File: config.mk
export PLATFORM = sky130hd
export DESIGN_NAME = opl_register_stream_player_flat
export DESIGN_NICKNAME = d
export VERILOG_FILES = /design/src/sv/orsp_pkg.sv /design/src/sv/orsp_if.sv /design/src/sv/orsp_front.sv /design/src/sv/orsp_queue.sv /design/src/sv/orsp_back.sv /design/src/sv/opl_register_stream_player.sv /design/src/flat_wrapper.sv
export SDC_FILE = /design/constraint.sdc
export NUM_CORES = 1
export LEC_CHECK = 0
export BUFFER_PORTS_ARGS = -buffer_cell sky130_fd_sc_hd__buf_2
export CELL_PAD_IN_SITES_DETAIL_PLACEMENT = 1
export CELL_PAD_IN_SITES_GLOBAL_PLACEMENT = 2
export CORE_UTILIZATION = 50
export DETAILED_ROUTE_END_ITERATION = 8
export PLACE_DENSITY_LB_ADDON = 0.08
export RECOVER_POWER = 25
export SLEW_MARGIN = 20
export SYNTH_ARGS = -nofsm -noshare
export SYNTH_HDL_FRONTEND = slang
export SYNTH_SLANG_ARGS = --single-unit
File: constraint.sdc
create_clock -name clk -period 7.3 [get_ports clk]
set_clock_uncertainty 0.05 [all_clocks]
set_input_delay 1.46 -clock clk [delete_from_list [all_inputs] [get_ports clk]]
set_output_delay 1.46 -clock clk [all_outputs]
set_load 0.05 [all_outputs]
File: src/sv/orsp_pkg.sv
`timescale 1ns / 1ps
`default_nettype none

package orsp_pkg;

    // Field widths
    localparam int OP_W     = 2;
    localparam int BYTE_W   = 8;
    localparam int KIND_W   = 3;
    localparam int DELAY_W  = 17;
    localparam int SONG_W   = 32;
    localparam int PAIRS_W  = SONG_W + 1;
    localparam int IDX_W    = 7;
    localparam int CFG_IDX_W  = 2;
    localparam int CFG_DATA_W = 32;

    localparam int MAP_DEPTH_DEFAULT = 128;

    // Configuration register reset values
    localparam logic [BYTE_W-1:0] SHORT_CODE_RESET = 8'd0;
    localparam logic [BYTE_W-1:0] LONG_CODE_RESET  = 8'd1;
    localparam logic [SONG_W-1:0] SONG_PAIRS_RESET = 32'd0;

    // Chip registers whose writes are dropped (timer/control range)
    localparam logic [BYTE_W-1:0] SUPPRESS_LO = 8'd2;
    localparam logic [BYTE_W-1:0] SUPPRESS_HI = 8'd4;

    // Long delays count in units of 256 ticks
    localparam int LONG_SHIFT = 8;

    typedef enum logic [CFG_IDX_W-1:0] {
        CFG_SHORT_CODE = 2'd0,
        CFG_LONG_CODE  = 2'd1,
        CFG_SONG_PAIRS = 2'd2
    } cfg_idx_t;

    typedef enum logic [OP_W-1:0] {
        OP_LOAD   = 2'd0,
        OP_REWIND = 2'd1,
        OP_PAIR   = 2'd2,
        OP_TICK   = 2'd3
    } op_t;

    typedef enum logic [KIND_W-1:0] {
        KIND_ACK      = 3'd0,
        KIND_WRITE    = 3'd1,
        KIND_DELAY    = 3'd2,
        KIND_SUPPRESS = 3'd3,
        KIND_END      = 3'd4,
        KIND_BUSY     = 3'd5
    } kind_t;

    // Classified item handed from front to back
    typedef struct packed {
        op_t                op;
        logic               is_delay;
        logic [DELAY_W-1:0] delay_load;
        logic               bank;
        logic [IDX_W-1:0]   map_idx;
        logic [BYTE_W-1:0]  value;
    } item_t;

endpackage

`default_nettype wire

File: src/sv/orsp_if.sv
`timescale 1ns / 1ps
`default_nettype none

interface orsp_in_if;
    import orsp_pkg::*;

    logic              valid;
    logic              ready;
    logic [OP_W-1:0]   operation;
    logic [BYTE_W-1:0] code_byte;
    logic [BYTE_W-1:0] value_byte;

    modport source (output valid, output operation, output code_byte,
                    output value_byte, input ready);
    modport sink   (input valid, input operation, input code_byte,
                    input value_byte, output ready);
endinterface

interface orsp_out_if;
    import orsp_pkg::*;

    logic               valid;
    logic               ready;
    logic [KIND_W-1:0]  kind;
    logic               bank;
    logic [BYTE_W-1:0]  chip_register;
    logic [BYTE_W-1:0]  write_value;
    logic [DELAY_W-1:0] delay_left;
    logic               ready_res;

    modport source (output valid, output kind, output bank, output chip_register,
                    output write_value, output delay_left, output ready_res,
                    input ready);
    modport sink   (input valid, input kind, input bank, input chip_register,
                    input write_value, input delay_left, input ready_res,
                    output ready);
endinterface

`default_nettype wire

File: src/sv/orsp_front.sv
`timescale 1ns / 1ps
`default_nettype none

module orsp_front (
    orsp_in_if.sink                    in_ch,
    input  wire logic [orsp_pkg::BYTE_W-1:0] short_code,
    input  wire logic [orsp_pkg::BYTE_W-1:0] long_code,
    output orsp_pkg::item_t            push_item,
    output logic                       push_valid,
    input  wire logic                  queue_full
);
    import orsp_pkg::*;

    logic [DELAY_W-1:0] val_plus1;
    logic               is_short;
    logic               is_long;

    assign in_ch.ready = !queue_full;
    assign push_valid  = in_ch.valid;

    // Short code wins when both codes match
    assign is_short  = (in_ch.code_byte == short_code);
    assign is_long   = (in_ch.code_byte == long_code);
    assign val_plus1 = DELAY_W'(in_ch.value_byte) + DELAY_W'(1);

    always_comb
    begin
        push_item.op         = op_t'(in_ch.operation);
        push_item.is_delay   = is_short || is_long;
        push_item.delay_load = is_short ? val_plus1 : (val_plus1 << LONG_SHIFT);
        push_item.bank       = in_ch.code_byte[BYTE_W-1];
        push_item.map_idx    = in_ch.code_byte[IDX_W-1:0];
        push_item.value      = in_ch.value_byte;
    end

endmodule

`default_nettype wire

File: src/sv/orsp_queue.sv
`timescale 1ns / 1ps
`default_nettype none

module orsp_queue (
    input  wire logic            clk,
    input  wire logic            rst_n,
    input  wire logic            push_valid,
    input  orsp_pkg::item_t      push_item,
    output logic                 full,
    output logic                 pop_valid,
    output orsp_pkg::item_t      pop_item,
    input  wire logic            pop_ready
);
    import orsp_pkg::*;

    item_t       slot_reg [2];
    logic        wr_ptr_reg, wr_ptr_next;
    logic        rd_ptr_reg, rd_ptr_next;
    logic [1:0]  count_reg, count_next;
    logic        push;
    logic        pop;

    assign full      = (count_reg == 2'd2);
    assign pop_valid = (count_reg != 2'd0);
    assign pop_item  = slot_reg[rd_ptr_reg];
    assign push      = push_valid && !full;
    assign pop       = pop_ready && pop_valid;

    always_comb
    begin
        wr_ptr_next = push ? !wr_ptr_reg : wr_ptr_reg;
        rd_ptr_next = pop ? !rd_ptr_reg : rd_ptr_reg;
        count_next  = count_reg;
        if (push && !pop)
        begin
            count_next = count_reg + 2'd1;
        end
        else if (pop && !push)
        begin
            count_next = count_reg - 2'd1;
        end
    end

    always_ff @(posedge clk or negedge rst_n)
    begin
        if (!rst_n)
        begin
            wr_ptr_reg <= 1'b0;
            rd_ptr_reg <= 1'b0;
            count_reg  <= 2'd0;
        end
        else
        begin
            wr_ptr_reg <= wr_ptr_next;
            rd_ptr_reg <= rd_ptr_next;
            count_reg  <= count_next;
        end
    end

    always_ff @(posedge clk)
    begin
        if (push)
        begin
            slot_reg[wr_ptr_reg] <= push_item;
        end
    end

endmodule

`default_nettype wire

File: src/sv/orsp_back.sv
`timescale 1ns / 1ps
`default_nettype none

module orsp_back #(
    parameter int MAP_DEPTH = orsp_pkg::MAP_DEPTH_DEFAULT
) (
    input  wire logic                        clk,
    input  wire logic                        rst_n,
    input  wire logic                        q_valid,
    input  orsp_pkg::item_t                  q_item,
    output logic                             q_ready,
    input  wire logic [orsp_pkg::SONG_W-1:0] song_pairs,
    orsp_out_if.source                       out_ch
);
    import orsp_pkg::*;

    localparam int AW = (MAP_DEPTH > 1) ? $clog2(MAP_DEPTH) : 1;

    logic [BYTE_W-1:0]  map_mem [MAP_DEPTH];
    logic [BYTE_W-1:0]  rdata_reg;

    logic [DELAY_W-1:0] delay_reg, delay_next;
    logic [PAIRS_W-1:0] pair_reg, pair_next;
    logic [PAIRS_W-1:0] pair_inc;

    logic               res_valid_reg, res_valid_next;
    kind_t              res_kind_reg, kind_c;
    logic               res_lookup_reg, lookup_c;
    logic               res_ok_reg;
    logic               res_bank_reg;
    logic [BYTE_W-1:0]  res_value_reg;
    logic [DELAY_W-1:0] res_delay_reg;

    logic               adv;
    logic               idx_ok;
    logic [AW-1:0]      addr;
    logic               mem_we;
    logic               suppress;

    assign q_ready = !res_valid_reg || out_ch.ready;
    assign adv     = q_valid && q_ready;

    assign idx_ok = ({1'b0, q_item.map_idx} < 8'(MAP_DEPTH));
    assign addr   = idx_ok ? q_item.map_idx[AW-1:0] : '0;

    // Count saturates at all ones
    assign pair_inc = (&pair_reg) ? pair_reg : pair_reg + PAIRS_W'(1);

    always_comb
    begin
        delay_next = delay_reg;
        pair_next  = pair_reg;
        kind_c     = KIND_ACK;
        lookup_c   = 1'b0;
        mem_we     = 1'b0;
        if (adv)
        begin
            case (q_item.op)
                OP_LOAD:
                begin
                    mem_we = idx_ok;
                end
                OP_REWIND:
                begin
                    delay_next = '0;
                    pair_next  = '0;
                end
                OP_TICK:
                begin
                    if (delay_reg != '0)
                    begin
                        delay_next = delay_reg - DELAY_W'(1);
                    end
                end
                OP_PAIR:
                begin
                    if (delay_reg != '0)
                    begin
                        kind_c = KIND_BUSY;
                    end
                    else
                    begin
                        pair_next = pair_inc;
                        if (pair_inc > {1'b0, song_pairs})
                        begin
                            kind_c = KIND_END;
                        end
                        else if (q_item.is_delay)
                        begin
                            delay_next = q_item.delay_load;
                            kind_c     = KIND_DELAY;
                        end
                        else
                        begin
                            // final write/suppress decided once map data is back
                            kind_c   = KIND_WRITE;
                            lookup_c = 1'b1;
                        end
                    end
                end
                default:
                begin
                    kind_c = KIND_ACK;
                end
            endcase
        end
    end

    always_comb
    begin
        res_valid_next = res_valid_reg;
        if (adv)
        begin
            res_valid_next = 1'b1;
        end
        else if (out_ch.ready)
        begin
            res_valid_next = 1'b0;
        end
    end

    always_ff @(posedge clk or negedge rst_n)
    begin
        if (!rst_n)
        begin
            delay_reg     <= '0;
            pair_reg      <= '0;
            res_valid_reg <= 1'b0;
        end
        else
        begin
            delay_reg     <= delay_next;
            pair_reg      <= pair_next;
            res_valid_reg <= res_valid_next;
        end
    end

    always_ff @(posedge clk)
    begin
        if (adv)
        begin
            res_kind_reg   <= kind_c;
            res_lookup_reg <= lookup_c;
            res_ok_reg     <= idx_ok;
            res_bank_reg   <= q_item.bank;
            res_value_reg  <= q_item.value;
            res_delay_reg  <= delay_next;
        end
    end

    always_ff @(posedge clk)
    begin
        if (mem_we)
        begin
            map_mem[addr] <= q_item.value;
        end
        if (adv)
        begin
            rdata_reg <= map_mem[addr];
        end
    end

    // Out-of-range index reads as chip register 0
    assign out_ch.chip_register = (res_lookup_reg && res_ok_reg) ? rdata_reg : '0;
    assign suppress = (out_ch.chip_register >= SUPPRESS_LO)
                   && (out_ch.chip_register <= SUPPRESS_HI);

    assign out_ch.valid       = res_valid_reg;
    assign out_ch.kind        = res_lookup_reg ? (suppress ? KIND_SUPPRESS : KIND_WRITE)
                                               : res_kind_reg;
    assign out_ch.bank        = res_lookup_reg ? res_bank_reg : 1'b0;
    assign out_ch.write_value = res_lookup_reg ? res_value_reg : '0;
    assign out_ch.delay_left  = res_delay_reg;
    assign out_ch.ready_res   = (res_delay_reg == '0);

endmodule

`default_nettype wire

File: src/sv/opl_register_stream_player.sv
`timescale 1ns / 1ps
`default_nettype none

// Register-stream player for a recorded sound-chip song. Each input beat is
// a map load, a rewind, a (code, value) pair or a 1 kHz tick, and each gives
// exactly one result beat. Ticks count the pending delay down; pairs are
// refused (busy) while it is nonzero, otherwise they count toward song_pairs
// and either set a delay (short: value+1, long: (value+1)*256), report end
// of song, or turn into a chip register write via the code map (bank from
// code bit 7; chip registers 2..4 come out as suppressed writes). The block
// takes one beat per clock while its queue is not full. An accepted beat
// is registered in the two-entry queue behind the decode front, then in
// the execute stage, whose map read is registered. Throughput is set by the
// execute stage, which retires one beat per cycle when the output is taken.
// Config writes are only legal while idle. Map entries read before they are
// loaded return undefined register numbers.
module opl_register_stream_player #(
    parameter int MAP_DEPTH = orsp_pkg::MAP_DEPTH_DEFAULT
) (
    input  wire logic                             clk,
    input  wire logic                             rst_n,
    input  wire logic                             cfg_we,
    input  wire logic [orsp_pkg::CFG_IDX_W-1:0]   cfg_index,
    input  wire logic [orsp_pkg::CFG_DATA_W-1:0]  cfg_data,
    orsp_in_if.sink                               in_ch,
    orsp_out_if.source                            out_ch
);
    import orsp_pkg::*;

    logic [BYTE_W-1:0] short_code_reg;
    logic [BYTE_W-1:0] long_code_reg;
    logic [SONG_W-1:0] song_pairs_reg;

    item_t push_item;
    item_t pop_item;
    logic  push_valid;
    logic  queue_full;
    logic  pop_valid;
    logic  pop_ready;

    // Config registers; index 3 is unmapped and ignored
    always_ff @(posedge clk or negedge rst_n)
    begin
        if (!rst_n)
        begin
            short_code_reg <= SHORT_CODE_RESET;
            long_code_reg  <= LONG_CODE_RESET;
            song_pairs_reg <= SONG_PAIRS_RESET;
        end
        else if (cfg_we)
        begin
            case (cfg_idx_t'(cfg_index))
                CFG_SHORT_CODE: short_code_reg <= cfg_data[BYTE_W-1:0];
                CFG_LONG_CODE:  long_code_reg  <= cfg_data[BYTE_W-1:0];
                CFG_SONG_PAIRS: song_pairs_reg <= cfg_data[SONG_W-1:0];
                default:        ;
            endcase
        end
    end

    // Front: decode and classify each beat
    orsp_front u_front (
        .in_ch      (in_ch),
        .short_code (short_code_reg),
        .long_code  (long_code_reg),
        .push_item  (push_item),
        .push_valid (push_valid),
        .queue_full (queue_full)
    );

    // Decoupling queue between decode and execute
    orsp_queue u_queue (
        .clk        (clk),
        .rst_n      (rst_n),
        .push_valid (push_valid),
        .push_item  (push_item),
        .full       (queue_full),
        .pop_valid  (pop_valid),
        .pop_item   (pop_item),
        .pop_ready  (pop_ready)
    );

    // Back: delay/pair state, code map, result register
    orsp_back #(
        .MAP_DEPTH (MAP_DEPTH)
    ) u_back (
        .clk        (clk),
        .rst_n      (rst_n),
        .q_valid    (pop_valid),
        .q_item     (pop_item),
        .q_ready    (pop_ready),
        .song_pairs (song_pairs_reg),
        .out_ch     (out_ch)
    );

    // A refused pair never leaves the delay at zero
    a_busy_not_ready: assert property (@(posedge clk) disable iff (!rst_n)
        out_ch.valid && (out_ch.kind == KIND_BUSY) |-> !out_ch.ready_res)
        else $error("busy result with zero delay");

    // A delay set always leaves a nonzero delay
    a_delay_nonzero: assert property (@(posedge clk) disable iff (!rst_n)
        out_ch.valid && (out_ch.kind == KIND_DELAY) |-> (out_ch.delay_left != '0))
        else $error("delay set result with zero delay");

    // Register writes only pass while no delay is pending
    a_write_ready: assert property (@(posedge clk) disable iff (!rst_n)
        out_ch.valid && ((out_ch.kind == KIND_WRITE) || (out_ch.kind == KIND_SUPPRESS))
        |-> out_ch.ready_res)
        else $error("register write while delay pending");

endmodule

`default_nettype wire

File: src/flat_wrapper.sv
// flat-port wrapper written by rule: the top's interface ports become plain ports
module opl_register_stream_player_flat import orsp_pkg::*;
#(
    parameter int MAP_DEPTH = orsp_pkg::MAP_DEPTH_DEFAULT
)
  (clk, rst_n, cfg_we, cfg_index, cfg_data, in_ch_valid, in_ch_operation, in_ch_code_byte, in_ch_value_byte, in_ch_ready, out_ch_valid, out_ch_kind, out_ch_bank, out_ch_chip_register, out_ch_write_value, out_ch_delay_left, out_ch_ready_res, out_ch_ready);
  orsp_in_if in_ch_i ();
  orsp_out_if out_ch_i ();
  input  wire logic clk;
  input  wire logic rst_n;
  input  wire logic cfg_we;
  input  wire logic [orsp_pkg::CFG_IDX_W-1:0] cfg_index;
  input  wire logic [orsp_pkg::CFG_DATA_W-1:0] cfg_data;
  input wire logic [$bits(in_ch_i.valid)-1:0] in_ch_valid;
  input wire logic [$bits(in_ch_i.operation)-1:0] in_ch_operation;
  input wire logic [$bits(in_ch_i.code_byte)-1:0] in_ch_code_byte;
  input wire logic [$bits(in_ch_i.value_byte)-1:0] in_ch_value_byte;
  output wire logic [$bits(in_ch_i.ready)-1:0] in_ch_ready;
  output wire logic [$bits(out_ch_i.valid)-1:0] out_ch_valid;
  output wire logic [$bits(out_ch_i.kind)-1:0] out_ch_kind;
  output wire logic [$bits(out_ch_i.bank)-1:0] out_ch_bank;
  output wire logic [$bits(out_ch_i.chip_register)-1:0] out_ch_chip_register;
  output wire logic [$bits(out_ch_i.write_value)-1:0] out_ch_write_value;
  output wire logic [$bits(out_ch_i.delay_left)-1:0] out_ch_delay_left;
  output wire logic [$bits(out_ch_i.ready_res)-1:0] out_ch_ready_res;
  input wire logic [$bits(out_ch_i.ready)-1:0] out_ch_ready;
  assign in_ch_i.valid = in_ch_valid;
  assign in_ch_i.operation = in_ch_operation;
  assign in_ch_i.code_byte = in_ch_code_byte;
  assign in_ch_i.value_byte = in_ch_value_byte;
  assign in_ch_ready = in_ch_i.ready;
  assign out_ch_valid = out_ch_i.valid;
  assign out_ch_kind = out_ch_i.kind;
  assign out_ch_bank = out_ch_i.bank;
  assign out_ch_chip_register = out_ch_i.chip_register;
  assign out_ch_write_value = out_ch_i.write_value;
  assign out_ch_delay_left = out_ch_i.delay_left;
  assign out_ch_ready_res = out_ch_i.ready_res;
  assign out_ch_i.ready = out_ch_ready;
  opl_register_stream_player #(.MAP_DEPTH(MAP_DEPTH)) u_core (.clk(clk), .rst_n(rst_n), .cfg_we(cfg_we), .cfg_index(cfg_index), .cfg_data(cfg_data), .in_ch(in_ch_i), .out_ch(out_ch_i));
endmodule
Word level (Yosys, flattened, before mapping)
Memory sizes are Yosys's and may differ from the RTL's. A register that Yosys moved wholly into a read port is not among the register bits.
Cells that the tools add are included.
{"block": "classes", "n_addsub": 5, "magnitude_cmp": 3, "eq_ne": 9, "mux": 29, "bitwise": 1, "reduce_logical": 27}
{"operator": "2-to-1 mux 17 bit", "count": 6}
{"operator": "2-to-1 mux 33 bit", "count": 2}
{"operator": "one-hot mux 33 bit (2 select lines)", "count": 1}
{"operator": "one-hot mux 17 bit (3 select lines)", "count": 1}
{"operator": "adder 33 x 1 -> 33 bit, second input constant", "count": 1}
{"operator": "greater-than comparator 33 x 32 -> 1 bit", "count": 1}
{"operator": "AND reduction 33 bit", "count": 1}
{"operator": "logical NOT 17 bit", "count": 1}
{"operator": "nonzero test 17 bit", "count": 1}
{"operator": "subtractor 17 x 1 -> 17 bit, second input constant", "count": 1}
{"operator": "equality test 8 bit", "count": 2}
{"operator": "2-to-1 mux 8 bit", "count": 2}
{"operator": "2-to-1 mux 1 bit", "count": 10}
{"operator": "adder 8 x 1 -> 9 bit, second input constant", "count": 1}
{"operator": "2-to-1 mux 3 bit", "count": 3}
{"operator": "equality test 2 bit, second input constant", "count": 4}
{"operator": "greater-or-equal comparator 8 x 2 -> 1 bit, second input constant", "count": 1}
{"operator": "<= comparator 8 x 3 -> 1 bit, second input constant", "count": 1}
{"operator": "2-to-1 mux 2 bit", "count": 4}
{"operator": "nonzero test 2 bit", "count": 4}
{"operator": "logical NOT 1 bit", "count": 6}
{"operator": "AND reduction 2 bit", "count": 3}
{"operator": "logical AND 1 bit", "count": 5}
{"operator": "equality test 2 x 1 -> 1 bit, second input constant", "count": 2}
{"operator": "8 further kinds", "count": 10}
{"block": "totals", "regBits": 133, "ram_bits": 1096, "in_bits": 57, "out_inout_bits": 40, "word_cells": 91, "mem_count": 2}
{"memory": "u_core.u_back.map_mem", "words": 128, "word_bits": 8, "rd": 1, "rd_ports_with_merged_regs": 1, "wr": 1, "line_no": "orsp_back.sv:19", "text": "logic [BYTE_W-1:0] map_mem [MAP_DEPTH];"}
{"memory": "u_core.u_queue.slot_reg", "words": 2, "word_bits": 36, "rd": 1, "rd_ports_with_merged_regs": 0, "wr": 1, "line_no": "orsp_queue.sv:16", "text": "item_t slot_reg [2];"}

Longest topological paths before layout
{"block": "logic_depth", "word_depth": 7, "ltp_mapped": 17, "mapped_depth_nobuf": 15}

Cells and area by module
A second synthesis with hierarchy kept.
{"block": "unflattened", "cells_unflattened": 3079, "area_unflattened_um2": 49142.1}
{"mod": "orsp_back", "n_inst": 1, "cells_per_inst": 2769, "area_per_inst_um2": 43854.6, "seq_area_each_um2": 33166.8}
{"mod": "orsp_queue", "n_inst": 1, "cells_per_inst": 131, "area_per_inst_um2": 2947.8, "seq_area_each_um2": 2262.2}
{"mod": "opl_register_stream_player", "n_inst": 1, "cells_per_inst": 102, "area_per_inst_um2": 1815.5, "seq_area_each_um2": 1202.4}
{"mod": "orsp_front", "n_inst": 1, "cells_per_inst": 77, "area_per_inst_um2": 524.3, "seq_area_each_um2": 0.0}

Worst setup path before layout
Ideal clock, no wire load.
{"block": "synth_path", "path_kind": "reg2reg", "startpoint": "register u_core.u_back.pair_reg[10]", "endpoint": "register u_core.u_back.res_delay_reg[4], in the netlist u_core.u_back.out_ch.delay_left[4] (data pin)", "setup_ns": 0.283, "arrival_ns": 4.163, "required_time_ns": 6.967, "setup_slack_ns": 2.804, "stages_incl_launch_ff": 16, "n_path_buf": 2, "period_less_slack_ns": 4.496, "path_cell_list": "dfrtp_1 > clkbuf_1 > and4_1 > nand4_1 > o41ai_2 > clkbuf_1 > nor2_1 > xnor2_1 > ha_1 > nand4_1 > nor3_1 > a2111o_1 > a2111oi_0 > o221ai_2 > a21boi_2 > o221ai_1"}
{"block": "synth_via", "elab_chain_cells": 7, "elab_cells_between_ends": 8, "classes_between": "add/sub: 1; order compare: 1; mux: 5; reduce/logical: 1"}
{"item": "start: declaration", "line_no": "orsp_back.sv:23", "text": "logic [PAIRS_W-1:0] pair_reg, pair_next;"}
{"item": "start signal: assignment", "line_no": "orsp_back.sv:133", "text": "pair_reg <= pair_next;"}
{"item": "adder 33 x 1 -> 33 bit / AND reduction 33 bit (equally long branches)", "line_no": "orsp_back.sv:47", "text": "assign pair_inc = (&pair_reg) ? pair_reg : pair_reg + PAIRS_W'(1);"}
{"item": "2-to-1 mux 33 bit (*)", "line_no": "orsp_back.sv:47"}
{"item": "greater-than comparator 33 x 32 -> 1 bit (*)", "line_no": "orsp_back.sv:84", "text": "if (pair_inc > {1'b0, song_pairs})"}
{"item": "2-to-1 mux 17 bit (*)", "line_no": "orsp_back.sv:84"}
{"item": "2-to-1 mux 17 bit (*)", "line_no": "orsp_back.sv:77", "text": "if (delay_reg != '0)"}
{"item": "one-hot mux 17 bit (3 select lines) (*)", "line_no": "orsp_back.sv:58", "text": "case (q_item.op)"}
{"item": "2-to-1 mux 17 bit (*)", "line_no": "orsp_back.sv:56", "text": "if (adv)"}
{"item": "named net u_core.u_back.delay_next[4]", "line_no": "orsp_back.sv:22", "text": "logic [DELAY_W-1:0] delay_reg, delay_next;"}
{"item": "end signal: assignment", "line_no": "orsp_back.sv:147", "text": "res_delay_reg <= delay_next;"}
{"item": "end: declaration", "line_no": "orsp_back.sv:32", "text": "logic [DELAY_W-1:0] res_delay_reg;"}
Mark *: on every way through the listed nets, which the timed path passes. The rest lies on a longest branch.
A chain may end at the register's enable or synchronous reset.

Worst setup path in the final report
{"block": "layout_path", "startpoint": "register u_core.u_back.pair_reg[10]", "endpoint": "register u_core.u_back.res_delay_reg[1], in the netlist u_core.u_back.out_ch.delay_left[1] (data pin)"}
Same word-level chain as after synthesis.

==> flow_metrics.py <==
metrics = {
    "outcome": {
        "outcome": "complete, but fails checks",
        "violations": "max-capacitance violations, max-slew violations",
    },
    "timing": {
        "setup_total_negative_slack_ns": 0,
        "fin_worst_hold_slack_ns": 0.459,
        "slew_violations": 575,
        "endpoints_failing_hold": 0,
        "max_clock_freq_mhz": 175,
        "layout_worst_path_cycle_share": 0.781,
        "worst_slew_pin_slew_ns": 2.64,
        "setup_viol_count_final": 0,
        "minimum_period_implied_by_the_final_worst_setup_slack_ns": 5.70,
        "grt_setup_unrepaired": "false",
        "worst_slew_margin_rel": -0.761,
        "layout_setup_ws_ns": 1.60,
    },
    "synthesis": {
        "synth.avg_cell_area_um2": 16.1,
        "postSynthNetCount": 3090,
        "synth.yosys.seq_area_share": 0.757,
        "synth.distinct_cells": 87,
        "synth_top_area_share": 0.704,
        "synthCells": 2997,
        "synthArstFlopShare": 0.0833,
        "synth_enable_flop_cells": 1134,
        "netlist.top_cell.by_area": "sky130_fd_sc_hd__edfxtp_1",
        "synthTopCellsByArea": "sky130_fd_sc_hd__edfxtp_1 (70%), sky130_fd_sc_hd__a22oi_1 (7.2%), sky130_fd_sc_hd__dfrtp_1 (5.3%), sky130_fd_sc_hd__a41oi_1 (1.8%), sky130_fd_sc_hd__mux2_2 (1.7%)",
        "syn-cell-area_um2": 48400,
        "seq_cells_post_synth": 1237,
        "ys.warnings.count": 0,
        "most_common_flop_cell_mapped_by_yosys": "sky130_fd_sc_hd__edfxtp_1",
    },
    "clock_tree": {
        "cts-root-to-sink-buffers": 3,
        "postCtsSetupRepairBufs": 0,
        "path_clk_slew_ns": 0.06,
        "post_cts.resized_instances": 0,
        "clk_root_buffer_cell": "sky130_fd_sc_hd__clkbuf_16",
        "cts_hold_fix_bufs": 0,
        "clkSinkCount": 1237,
        "cts_tree": "built",
        "cts_inserted_buffers": 132,
        "clock_insertion_delay_worst_skew_ns": 0.74,
        "cts_max_level": 4,
    },
    "floorplanning": {
        "num_rows": 113,
        "core_area_um2": 95400,
        "initial_core_util": 0.507,
        "die_h_um": 313,
        "die_w_um": 313,
        "io_pins": 97,
        "die_area_um2": 98000,
    },
    "setup_path": {
        "setup.worst_path.end": "u_core.u_back.out_ch.delay_left[1]$_DFFE_PP_",
        "timing.reg2reg.worst_path_depth": 14,
        "timing.critical_path.required_ns": 7.80,
        "critPathMaxFanout": 11,
        "cp-end-kind": "flip-flop",
        "critical_path.reg2reg.endpoint": "u_core.u_back.out_ch.delay_left[1]$_DFFE_PP_",
        "timing.reg2reg.setup_slack_ns": 1.60,
        "critical_register_to_register_path_startpoint": "u_core.u_back.pair_reg[10]$_DFFE_PN0P_",
        "worstSetupPathType": "flip-flop to flip-flop",
        "cp_startpoint_kind": "flip-flop",
        "critPathArrivalTime_ns": 6.20,
        "timing.critical_path.from": "u_core.u_back.pair_reg[10]$_DFFE_PN0P_",
    },
    "pwr": {
        "fin_total_pwr_mw": 21.1,
        "p_per_cell_area_nw_per_um2": 387,
        "ir_worst_vdd_mv": 0.364,
        "p_leak_nw": 17.4,
    },
    "placement": {
        "area_post_placement_um2": 50400,
        "dp_worst_setup_slack_ns": 1.69,
        "gpl.final_weighted_congestion": 0.853,
        "port_buffers": 96,
        "hpwl_reported_at_the_end_of_detailed_placement_um": 88500,
    },
    "finish": {
        "mostFrequentLayoutCells": "sky130_fd_sc_hd__edfxtp_1 (1,134), sky130_fd_sc_hd__a22oi_1 (465), sky130_fd_sc_hd__nor2_1 (200), sky130_fd_sc_hd__clkbuf_16 (134), sky130_fd_sc_hd__nand2_1 (112)",
        "final_common_cell": "sky130_fd_sc_hd__edfxtp_1",
        "largest_reg_flops": 1024,
        "area_delta_synth_final_pct": 12.6,
        "fin_nets": 3220,
        "fin_area_um2": 54500,
        "final_layout_size_suffix_gt1_frac": 0.132,
    },
    "global_routing": {
        "first_pass_grt_wire_length_um": 209000,
        "grt_antenna_before_repair": 6,
        "grt_util_all_layers": 0.295,
        "overflow_after_grt": 0,
        "grt_max_degree": 106,
        "vias_in_the_first_global_route": 30100,
    },
    "detailed_routing": {
        "first_pass_iters": 5,
        "drc": 0,
        "detail_route.wirelength_um": 145000,
        "drtAntennaViolNets": 0,
        "post_drt_wl_per_cell_um": 32.2,
        "via_count": 29100,
        "detail_route.iter0.violations": 3424,
        "detail_route.vias_per_cell": 6.48,
    },
    "flow_run": {
        "cap_violations": 13,
    },
    "min_path": {
        "min_path_type": "flip-flop to flip-flop",
    },
}
-- layout make-up --
type                    count  area, um2
clock inverters            67        624
multi-input cells        1545      10900
diodes                      1       2.50
flip-flops and latches   1237      36600
well taps                1265       1580
inverters                  48        180
fillers                  8745      41000
repair buffers            163       1060
clock buffers             167       3480
-- synth_stat cells (17+ instances only) --
library cell and n:
sky130_fd_sc_hd__ha_1 36, sky130_fd_sc_hd__buf_2 74, sky130_fd_sc_hd__dfrtp_1 102, sky130_fd_sc_hd__edfxtp_1 1134
sky130_fd_sc_hd__and2_1 22, sky130_fd_sc_hd__nor3_1 24, sky130_fd_sc_hd__a31oi_1 21, sky130_fd_sc_hd__mux2_2 75
sky130_fd_sc_hd__xor2_1 27, sky130_fd_sc_hd__mux2i_1 25, sky130_fd_sc_hd__nor2_1 201, sky130_fd_sc_hd__nand4_1 27
sky130_fd_sc_hd__nand3_1 31, sky130_fd_sc_hd__o21ai_0 33, sky130_fd_sc_hd__inv_1 48, sky130_fd_sc_hd__nand2_1 112
sky130_fd_sc_hd__o21ai_1 44, sky130_fd_sc_hd__nor4_1 25, sky130_fd_sc_hd__a41oi_1 98, sky130_fd_sc_hd__a22oi_1 465
sky130_fd_sc_hd__a221oi_1 17, sky130_fd_sc_hd__clkbuf_1 71, sky130_fd_sc_hd__xnor2_1 32, sky130_fd_sc_hd__a21oi_1 58
-- logic make-up (layout without fill, tap and decap cells) --
| family | Yosys count | in the layout | synth area share |
|---|---|---|---|
| muxes | 102 | 102 | 0.0234 |
| xor gates and xnor gates | 59 | 59 | 0.0107 |
| adders and majority gates | 36 | 36 | 0.00931 |
| DFF | 1237 | 1237 | 0.757 |
| and+or+nand+nor | 518 | 518 | 0.0519 |
| other | 0 | 1 | 0 |
| AOI/OAI and AO/OA | 830 | 830 | 0.128 |
| buffers and inverters | 215 | 445 | 0.0196 |
-- critical path, cell delays in order, from the launching register on --
cell and delay (ns):
sky130_fd_sc_hd__dfrtp_1 0.50, sky130_fd_sc_hd__and4_1 0.31, sky130_fd_sc_hd__nand4_1 0.31, sky130_fd_sc_hd__o41ai_2 0.95
sky130_fd_sc_hd__nor3_1 0.29, sky130_fd_sc_hd__and3_1 0.31, sky130_fd_sc_hd__xor2_1 0.15, sky130_fd_sc_hd__ha_1 0.27
sky130_fd_sc_hd__nand4_1 0.13, sky130_fd_sc_hd__nor4_1 0.57, sky130_fd_sc_hd__nand3_1 0.19, sky130_fd_sc_hd__nor4_1 0.39
sky130_fd_sc_hd__o22a_2 0.38, sky130_fd_sc_hd__nand2_1 0.37, sky130_fd_sc_hd__o221ai_1 0.33
-- per-layer routing --
layer	GRT usage	vias up	wire length (um)
met1	0.426	15200	61700
met2	0.464	1212	67900
met3	0.0509	229	11200
met4	0.0857	0	3860
met5	0	-	0
li1	-	12500	-
-- metrics by stage --
step / std cells / util
CTS: 4491 / 0.571
global route: 4492 / 0.571
global placement: 4256 / 0.528
floorplan: 2997 / -
detailed placement: 4257 / 0.528
finish: 4493 / 0.571
-- worst min-delay path by stage --
stage | startpoint | end | slack [ns] | cells past startpoint
after CTS | u_core.song_pairs_reg[3]$_DFFE_PN0P_ | u_core.song_pairs_reg[3]$_DFFE_PN0P_ | 0.46 | 1
after global placement | u_core.song_pairs_reg[16]$_DFFE_PN0P_ | u_core.song_pairs_reg[16]$_DFFE_PN0P_ | 0.44 | 1
after global routing | u_core.song_pairs_reg[3]$_DFFE_PN0P_ | u_core.song_pairs_reg[3]$_DFFE_PN0P_ | 0.47 | 1
after detailed placement | u_core.song_pairs_reg[24]$_DFFE_PN0P_ | u_core.song_pairs_reg[24]$_DFFE_PN0P_ | 0.45 | 1
final | u_core.song_pairs_reg[17]$_DFFE_PN0P_ | u_core.song_pairs_reg[17]$_DFFE_PN0P_ | 0.46 | 1
after floorplan | u_core.u_queue.wr_ptr_reg$_DFFE_PN0P_ | u_core.u_queue.wr_ptr_reg$_DFFE_PN0P_ | 0.41 | 1
-- report_power, final --
| part | total, mW | switching (mW) | internal, mW |
|---|---|---|---|
| Clock | 6.42 | 2.72 | 3.70 |
| Sequential | 9.18 | 0.234 | 8.95 |
| Combinational | 5.48 | 4.17 | 1.31 |
(Power assumes the default switching activity.)
